## config.mk

```make
export PLATFORM = sky130hd
export DESIGN_NAME = mpa_ctrl
export DESIGN_NICKNAME = d
export VERILOG_FILES = /design/src/hdl/mpa_pkg.sv /design/src/hdl/mpa_ctrl.sv
export SDC_FILE = /design/constraint.sdc
export NUM_CORES = 1
export LEC_CHECK = 0
export ABC_AREA = 1
export CAP_MARGIN = 20
export CORE_AREA = 10 10 47 49
export DETAILED_ROUTE_END_ITERATION = 6
export DIE_AREA = 0 0 57 59
export DONT_BUFFER_PORTS = 1
export GPL_TIMING_DRIVEN = 0
export RECOVER_POWER = 100
export REMOVE_ABC_BUFFERS = 1
export SETUP_SLACK_MARGIN = 0.05
export SKIP_CTS_REPAIR_TIMING = 1
export SYNTH_ARGS = -nofsm -noshare
export SYNTH_HDL_FRONTEND = slang
export SYNTH_SLANG_ARGS = --single-unit
```

## constraint.sdc

```tcl
create_clock -name i_clk -period 0.96 [get_ports i_clk]
set_input_delay 0.192 -clock i_clk [delete_from_list [all_inputs] [get_ports i_clk]]
set_output_delay 0.192 -clock i_clk [all_outputs]
set_load 0.005 [all_outputs]
```

## src/hdl/mpa_pkg.sv

```systemverilog
`default_nettype none

package mpa_pkg;

    // parameter defaults
    localparam int MAX_SIDE_DEF   = 256;
    localparam int MAX_WINDOW_DEF = 4;

    // fixed field widths
    localparam int SAMPLE_W = 16;
    localparam int OFF_W    = 10;
    localparam int POOL_W   = 8;

    // configuration port
    localparam int CFG_IDX_W  = 2;
    localparam int CFG_DATA_W = 9;
    localparam int SIDE_REG_W = 9;
    localparam int WIN_REG_W  = 3;

    localparam logic [CFG_IDX_W-1:0] REG_PLANE_SIDE  = 2'd0;
    localparam logic [CFG_IDX_W-1:0] REG_WINDOW_SIZE = 2'd1;
    localparam logic [CFG_IDX_W-1:0] REG_WINDOW_STEP = 2'd2;

    localparam logic [SIDE_REG_W-1:0] SIDE_RST = 9'd28;
    localparam logic [WIN_REG_W-1:0]  SIZE_RST = 3'd2;
    localparam logic [WIN_REG_W-1:0]  STEP_RST = 3'd2;

    typedef struct packed {
        logic signed [SAMPLE_W-1:0] sample;
        logic                       plane_start;
    } t_in;

    typedef struct packed {
        logic signed [SAMPLE_W-1:0] max_value;
        logic [OFF_W-1:0]           argmax_offset;
        logic [POOL_W-1:0]          pooled_row;
        logic [POOL_W-1:0]          pooled_col;
        logic                       last_of_plane;
    } t_out;

    // controller -> datapath
    typedef struct packed {
        logic load;
        logic issue;
        logic emit;
    } t_cmd;

    // datapath -> controller
    typedef struct packed {
        logic cand;
        logic scan_last;
        logic div_done;
        logic rd_busy;
        logic hit;
        logic out_busy;
    } t_sts;

endpackage

`default_nettype wire

```

## src/hdl/mpa_ctrl.sv

```systemverilog
`default_nettype none

module mpa_ctrl (
    input  logic          i_clk,
    input  logic          i_rst_n,
    input  logic          i_in_valid,
    output logic          o_in_stall,
    output mpa_pkg::t_cmd o_cmd,
    input  mpa_pkg::t_sts i_sts
);

    typedef enum logic [3:0] {
        S_IDLE = 4'b0001,
        S_SCAN = 4'b0010,
        S_WAIT = 4'b0100,
        S_EMIT = 4'b1000
    } t_state;

    t_state r_state;
    t_state n_state;

    always_ff @(posedge i_clk) begin
        if (!i_rst_n) begin
            r_state <= S_IDLE;
        end else begin
            r_state <= n_state;
        end
    end

    always_comb begin
        n_state = r_state;
        o_cmd   = '0;
        unique case (r_state)
            S_IDLE: begin
                o_cmd.load = i_in_valid;
                if (i_in_valid && i_sts.cand) begin
                    n_state = S_SCAN;
                end
            end
            S_SCAN: begin
                o_cmd.issue = 1'b1;
                if (i_sts.scan_last) begin
                    n_state = S_WAIT;
                end
            end
            S_WAIT: begin
                if (i_sts.div_done && !i_sts.rd_busy) begin
                    n_state = i_sts.hit ? S_EMIT : S_IDLE;
                end
            end
            S_EMIT: begin
                if (!i_sts.out_busy) begin
                    o_cmd.emit = 1'b1;
                    n_state    = S_IDLE;
                end
            end
            default: n_state = S_IDLE;
        endcase
    end

    assign o_in_stall = (r_state != S_IDLE);

endmodule

`default_nettype wire

```

==> results of run 1 <==
power by group:
group          switching [W]  internal (W)
logic               0.000549      0.000350
clock network      0.0000687      0.000140
registers           0.000128      0.000275
kinds of logic after synthesis:
family                 share of synthesized area
AO/OA/AOI/OAI                            0.01730
buffers and inverters                     0.1169
flip-flops                                0.2771
AND/OR/NAND/NOR                           0.5888
final cells by class:
cell class | count | share of cell area
well taps | 16 | 0.05047
inverters | 9 | 0.08517
flip-flops and latches | 4 | 0.2271
repair buffers | 1 | 0.01893
clock buffers | 3 | 0.05678
multi-input cells | 37 | 0.5615
critical path: cells and delay by family (launching register included):
family | cells | cell delay [ns]
DFF | 1 | 0.34
and+or+nand+nor | 3 | 0.37
cell usage in the layout, fill, tap and decap left out:
cell type | netlist | layout
inv_2 | 0 | 2
dfxtp_4 | 0 | 2
nor2_4 | 1 | 5
nand2_4 | 0 | 1
nand2_2 | 2 | 2
o21ai_0 | 1 | 1
nand3_1 | 6 | 5
nand3_2 | 0 | 1
nand2_1 | 13 | 12
nor2_2 | 6 | 8
nor2_1 | 8 | 2
clkbuf_4 | 0 | 3
buf_4 | 0 | 1
dfxtp_2 | 0 | 2
inv_1 | 9 | 7
routing by layer:
layer	wire length (um)	share of wire	up-vias	GRT usage
met3	70	0.097	0	0.02790
li1	-	-	159	-
met2	388	0.54	6	0.06822
met5	0	0	-	0
met4	0	0	0	0.04027
met1	266	0.37	137	0.03910
metrics by stage:
step / setup TNS [ns] / setup slack, ns / util
2_1_floorplan: -0.1381 / -0.04603 / -
6_report: -1.046 / -0.1857 / 0.2830
3_5_place_dp: -0.6370 / -0.1600 / 0.2205
5_1_grt: -1.694 / -0.2608 / 0.2830
4_1_cts: -1.587 / -0.3266 / 0.2366
3_3_place_gp: -0.5732 / -0.1380 / 0.2205
how the worst max path moves through the flow:
stage	startpoint	endpoint	slack [ns]	cells past startpoint
finish	r_state[2]$_SDFFE_PN0P_	o_cmd[2]	-0.19	3
detailed placement	r_state[1]$_SDFFE_PN0P_	r_state[1]$_SDFFE_PN0P_	-0.16	7
global route	r_state[2]$_SDFFE_PN0P_	o_cmd[1]	-0.26	3
CTS	r_state[3]$_SDFFE_PN0P_	o_cmd[2]	-0.33	3
floorplan	r_state[3]$_SDFFE_PN0P_	r_state[3]$_SDFFE_PN0P_	-0.05	7
global placement	r_state[1]$_SDFFE_PN0P_	r_state[1]$_SDFFE_PN0P_	-0.14	7
==> results.yml, run 1 <==
outcome:
  status: "finished with violations"
  violations: "setup timing"
cells_and_area:
  top_register: "r_state"
  largest_reg_flops: 4
  seqCellArea_um2: 90.09
  n_antenna_cell: 0
  reg_top3: "r_state: 4 flops"
  design_area_um2: 396.6
  fillers: 162
  multiInputGateArea_um2: 222.7
  final_nets: 65
  area_growth_pct: 37.23
  drive_above_1_share: 0.5000
  final_cells: 70
cts:
  path_clk_slew_ns: 0.04
  numCtsBuffers: 3
  clk-insertion-delay-late_ns: 0.23
  cts_tree: "yes"
  cts_sinks: 4
  clockBufferDepth: 2
  cts-root-buf: "clkbuf_4"
  htree_levels: 1
timing:
  hold_slack_ns: 0.08093
  hold_viol_final: 0
  skew_ns: 0.0003141
  worst_slack_ns: -0.1857
  setup_viol: 8
  slew_viol_final: 0
  fin_crit_ns: 1.146
  fmax_mhz: 872.8
  worst_slew_pin_slew_ns: 0.1789
  slew_headroom: 0.8805
  finalCritPeriodShare: 1.193
  grt_setup_unrepaired: "true"
critical_path:
  slowest_stage: "dfxtp_2"
  reg2reg_slack_ns: -0.13
  r2r-end: "r_state[2]$_SDFFE_PN0P_"
  worstSetupPathType: "register to output port"
  r2r_cells: 7
  worstPathCellList: "nor2_4 -> nand2_4 -> nor2_4"
  critPathRequiredTime_ns: 0.77
  endpoint_kind: "output port"
  critPathLaunchType: "register"
  crit_path_frequent_cell: "nor2_4"
  r2r_start: "r_state[2]$_SDFFE_PN0P_"
  crit_fanout: 5
  critPathArrivalTime_ns: 0.95
  max_stage_delay_ns: 0.34
logic_synthesis:
  yosysTopAreaCellShare: 0.2771
  synth_area_leaders: "dfxtp_1, nand2_1, nor2_2"
  syn_inst: 50
  synth_cell_types: 9
  synth_ff_type: "dfxtp_1"
  synth_seq_area_share: 0.2771
  yosysMostFrequentCell: "nand2_1"
  ys_async_sr_fraction: 0
  syn_avg_cell_area_um2: 5.781
  synth-edff-count: 0
  synthesis.area_um2: 289.0
  ys.warnings.count: 0
  synth_seq_cells: 4
  synth_common_cells: "nand2_1, inv_1, nor2_1, nand3_1, nor2_2"
  netlist.top_cell.by_area: "dfxtp_1"
global_routing:
  grt_pass1_wl_um: 1145
  grt_max_degree: 8
  antenna_found_initial: 0
  track_usage: 0.04404
  grt_pass1_vias: 285
  grt_overflow_total: 0
floorplanning:
  ios: 13
  initial_core_util: 0.2062
  die_y_um: 59
  core_um2: 1401
  die_w_um: 57
  num_rows: 14
  fp.dieArea_um2: 3363
worst_hold_path:
  min_path_type: "input pin to register"
  hp-start: "i_rst_n"
  hold_end: "r_state[1]$_SDFFE_PN0P_"
  min_path_cells: 2
routing:
  vias_per_cell: 4.314
  drt-pass1-iter-count: 2
  drc_errors: 0
  num_vias: 302
  ant_nets: 0
  routed_wl_um: 724
  first_iter_violations: 3
  wl_per_cell_um: 10.34
power_and_ir_drop:
  p_per_area_nw_per_um2: 3808
  ir_drop_mv: 1.061
  total_leakage_power_nw: 0.1942
  power_w: 0.001510
placement:
  placed_area_um2: 309.0
  io_buffers: 0
  place_inst: 66
  dp_hpwl_um: 562.7
  gp_congestion: 0.6511
flow_run:
  maxCapViolations: 0
No activity file was read; power rests on OpenSTA's default activity.
==> run 2, diff against run 1 <==
--- a/config.mk
+++ b/config.mk
@@ -11,7 +11,6 @@
 export DETAILED_ROUTE_END_ITERATION = 6
 export DIE_AREA = 0 0 57 59
 export DONT_BUFFER_PORTS = 1
-export GPL_TIMING_DRIVEN = 0
 export RECOVER_POWER = 100
 export REMOVE_ABC_BUFFERS = 1
 export SETUP_SLACK_MARGIN = 0.05
==> run 2 against run 1 <==
Net effect: the flow still finishes with violations (setup timing); die area is the same; sequential power is 3% higher; first-iteration DRC count down 67%; clock power barely moved; global-route usage grew 0.43 points; non-clock buffer count grew 7; critical path type unchanged; critical endpoint is now o_in_stall; largest power group unchanged.
==> results.yml, run 2 (same netlist as run 1, synthesis figures left out) <==
outcome:
  status: "finished with violations"
  violations: "setup timing"
placement:
  gp_congestion: 0.7257
  dp_hpwl_um: 612.1
  place_inst: 72
  io_buffers: 0
  place_ws_ns: -0.1532
  placed_area_um2: 354.1
cells_and_area:
  final_nets: 72
  final_cell_mix: "nand2_1, nor2_2, inv_1, buf_4"
  drive_above_1_share: 0.5738
  top_register: "r_state"
  final_common_cell: "nand2_1"
  largest_reg_flops: 4
  n_antenna_cell: 0
  final_cells: 77
  area_growth_pct: 58.87
  fillers: 165
  design_area_um2: 459.2
  reg_top3: "r_state: 4 flops"
worst_hold_path:
  min_path_type: "input pin to register"
  hp-start: "i_rst_n"
  hold_end: "r_state[3]$_SDFFE_PN0P_"
  min_path_cells: 2
routing:
  vias_per_cell: 4.169
  ant_nets: 0
  wl_per_cell_um: 10.53
  first_iter_violations: 1
  routed_wl_um: 811
  num_vias: 321
  drt-pass1-iter-count: 2
  drc_errors: 0
critical_path:
  r2r_start: "r_state[0]$_SDFFE_PN1P_"
  r2r_cells: 7
  worstSetupPathType: "register to output port"
  r2r-end: "r_state[1]$_SDFFE_PN0P_"
  critPathRequiredTime_ns: 0.77
  reg2reg_slack_ns: -0.13
  critPathLaunchType: "register"
  critPathArrivalTime_ns: 0.98
  endpoint_kind: "output port"
  crit_fanout: 3
  crit_path_start: "r_state[0]$_SDFFE_PN1P_"
timing:
  skew_ns: 0.0001950
  hold_viol_final: 0
  slew_viol_final: 0
  worst_slack_ns: -0.2166
  finalCritPeriodShare: 1.226
  hold_slack_ns: 0.07927
  grt_setup_unrepaired: "true"
  setup_viol: 8
  worst_slew_pin_slew_ns: 0.1668
  slew_headroom: 0.8885
  fmax_mhz: 849.9
  fin_crit_ns: 1.177
floorplanning:
  die_w_um: 57
  fp.dieArea_um2: 3363
  ios: 13
  die_y_um: 59
  num_rows: 14
  core_um2: 1401
  initial_core_util: 0.2062
global_routing:
  track_usage: 0.04830
  grt_pass1_wl_um: 1235
  grt_pass1_vias: 296
  grt_overflow_total: 0
  antenna_found_initial: 0
  grt_max_degree: 8
cts:
  cts_tree: "yes"
  clockBufferDepth: 2
  cts-root-buf: "clkbuf_4"
  cts_sinks: 4
  clk-insertion-delay-late_ns: 0.23
  htree_levels: 1
  path_clk_slew_ns: 0.04
  numCtsBuffers: 3
power_and_ir_drop:
  p_per_area_nw_per_um2: 3828
  power_w: 0.001758
  total_leakage_power_nw: 0.2286
  ir_drop_mv: 0.9979
flow_run:
  maxCapViolations: 0
-- run 2: layout make-up --
cell class | instances | area [um2] | area share
multi-input combinational | 37 | 222.7 | 0.4850
inverter | 9 | 33.78 | 0.07357
timing repair buffer | 8 | 67.56 | 0.1471
clock buffer | 3 | 22.52 | 0.04905
tap | 16 | 20.02 | 0.04360
sequential | 4 | 92.59 | 0.2016
-- run 2: metal layers --
metal / vias to the layer above / track usage / share of wire / wire (um)
met1: 137 / 0.04368 / 0.39 / 319
met4: 0 / 0.05034 / 0.017 / 14
met5: - / 0 / 0 / 0
met3: 3 / 0.02361 / 0.070 / 57
li1: 172 / - / - / -
met2: 9 / 0.07597 / 0.52 / 420
-- run 2: report_power, final --
part           internal [W]  leakage, nW  switching (W)  total (W)
Sequential         0.000284       0.0349       0.000133   0.000417
Clock              0.000140       0.0138      0.0000673   0.000207
Combinational      0.000542        0.180       0.000591    0.00113
-- run 2: worst max path at each step --
| stage | end | depth (start not counted) |
|---|---|---|
| CTS | o_cmd[1] | 5 |
| finish | o_in_stall | 4 |
| detailed placement | r_state[1]$_SDFFE_PN0P_ | 6 |
| floorplan | r_state[3]$_SDFFE_PN0P_ | 7 |
| global placement | r_state[3]$_SDFFE_PN0P_ | 6 |
| global route | o_in_stall | 4 |
-- run 2: per-stage QoR --
step,utilization,setup TNS [ns]
3_5_place_dp,0.2527,-0.6290
2_1_floorplan,-,-0.1381
4_1_cts,0.2688,-1.689
5_1_grt,0.3277,-1.765
3_3_place_gp,0.2527,-0.5610
6_report,0.3277,-1.224
-- run 2: critical path: stages (launching register included) --
cell     delay, ns
dfxtp_4       0.37
inv_2         0.05
nor2_4        0.12
nand2_2       0.09
buf_6         0.12
==> run 3, diff against run 2 <==
--- a/config.mk
+++ b/config.mk
@@ -7,10 +7,11 @@
 export LEC_CHECK = 0
 export ABC_AREA = 1
 export CAP_MARGIN = 20
-export CORE_AREA = 10 10 47 49
+export CORE_AREA = 2 2 39 41
 export DETAILED_ROUTE_END_ITERATION = 6
-export DIE_AREA = 0 0 57 59
+export DIE_AREA = 0 0 41 43
 export DONT_BUFFER_PORTS = 1
+export PLACE_DENSITY = 0.45
 export RECOVER_POWER = 100
 export REMOVE_ABC_BUFFERS = 1
 export SETUP_SLACK_MARGIN = 0.05
==> run 3 against run 2 <==
Net effect: the flow still finishes with violations (setup timing); final area down 2.2%; critical path depth unchanged; fmax shrank 0.84%; critical path type unchanged; largest cell class unchanged; worst hold slack gained 0.0063 ns; die area shrank 48%; core utilization is 0.31 points lower; combinational power fell by 7%; cell count decreased by 1.3%; sequential share of layout area fell by 0.11 points; power shrank 4.2%.
==> results.yml, run 3 (same netlist as run 1, synthesis figures left out) <==
critical_path:
  endpoint_kind: "output port"
  critPathLaunchType: "register"
  crit_fanout: 3
  critPathArrivalTime_ns: 0.99
  critPathRequiredTime_ns: 0.77
  max_stage_delay_ns: 0.38
  r2r_start: "r_state[0]$_SDFFE_PN1P_"
  crit_path_start: "r_state[0]$_SDFFE_PN1P_"
  worstPathCellList: "inv_4 -> nor2_4 -> nand2_2 -> buf_4"
  worstSetupPathType: "register to output port"
  reg2reg_slack_ns: -0.14
  slowest_stage: "dfxtp_4"
cts:
  htree_levels: 1
  cts_sinks: 4
  cts-root-buf: "clkbuf_4"
  clk-insertion-delay-late_ns: 0.23
  cts_tree: "yes"
  path_clk_slew_ns: 0.04
  clockBufferDepth: 2
  numCtsBuffers: 3
floorplanning:
  ios: 13
  core_um2: 1384
  fp.dieArea_um2: 1763
  die_y_um: 43
  die_w_um: 41
  initial_core_util: 0.2089
  num_rows: 14
routing:
  vias_per_cell: 4.250
  num_vias: 323
  drt-pass1-iter-count: 3
  first_iter_violations: 2
  ant_nets: 0
  drc_errors: 0
  routed_wl_um: 713
  wl_per_cell_um: 9.382
timing:
  worst_slack_ns: -0.2265
  grt_setup_unrepaired: "true"
  fin_setup_tns_ns: -1.313
  skew_ns: 0.003890
  setup_viol: 8
  fin_crit_ns: 1.187
  slew_headroom: 0.8834
  fmax_mhz: 842.8
  worst_slew_pin_slew_ns: 0.1730
  slew_viol_final: 0
  finalCritPeriodShare: 1.236
  hold_viol_final: 0
global_routing:
  grt_pass1_vias: 298
  antenna_found_initial: 0
  grt_pass1_wl_um: 1159
  grt_max_degree: 8
  grt_overflow_total: 0
  track_usage: 0.09629
placement:
  gp_congestion: 0.7321
  dp_hpwl_um: 573.3
  io_buffers: 0
  place_ws_ns: -0.1700
worst_hold_path:
  min_path_type: "input pin to register"
  hp-start: "i_rst_n"
power_and_ir_drop:
  total_leakage_power_nw: 0.2257
  ir_drop_mv: 0.8912
  p_per_area_nw_per_um2: 3749
  power_w: 0.001684
cells_and_area:
  n_antenna_cell: 0
  final_nets: 71
  top_register: "r_state"
  reg_top3: "r_state: 4 flops"
  largest_reg_flops: 4
  final_common_cell: "nand2_1"
  final_cell_mix: "nand2_1, inv_1, nor2_2, nand3_1"
  drive_above_1_share: 0.5500
  area_growth_pct: 55.41
outcome:
  status: "finished with violations"
  violations: "setup timing"
flow_run:
  maxCapViolations: 0
[run 3: critical path, delay by kind of cell (launching register included)]
| kind | cells | cell delay [ns] |
|---|---|---|
| DFF | 1 | 0.38 |
| and+or+nand+nor | 2 | 0.20 |
| buffers and inverters | 2 | 0.18 |
[run 3: path summary, 6_finish.rpt]
| check | end | cells past startpoint |
|---|---|---|
| hold reg to reg | r_state[3]$_SDFFE_PN0P_ | 2 |
| hold / removal | r_state[1]$_SDFFE_PN0P_ | 2 |
| setup / recovery | o_in_stall | 4 |
| setup reg to reg | r_state[2]$_SDFFE_PN0P_ | 7 |
[run 3: power breakdown]
group          switching (W)  internal, W  total (W)  leakage, nW
clock              0.0000662     0.000140   0.000206       0.0138
sequential          0.000153     0.000276   0.000429       0.0346
combinational       0.000557     0.000492    0.00105        0.177
[run 3: stage by stage]
step	instances	hold slack, ns	util	cell area, um2
after floorplan	50	0.3267	-	289.0
after global placement	71	0.3303	0.2505	346.6
after detailed placement	71	0.3332	0.2505	346.6
after CTS	74	0.08816	0.2667	369.1
after global routing	76	0.08380	0.3246	449.2
final	76	0.08553	0.3246	449.2
[run 3: layout make-up]
| class | count | area [um2] |
|---|---|---|
| repair buffers | 7 | 60.06 |
| well taps | 16 | 20.02 |
| inverters | 9 | 38.79 |
| flip-flops and latches | 4 | 90.09 |
| fillers | 165 | 934.6 |
| multi-input cells | 37 | 217.7 |
| clock buffers | 3 | 22.52 |
[run 3: routing by layer]
layer / vias up / wire (um) / global-route usage
met5: - / 0 / 0
met4: 0 / 0 / 0.02000
met3: 0 / 43 / 0.04712
met2: 10 / 384 / 0.1500
met1: 139 / 284 / 0.1154
li1: 174 / - / -
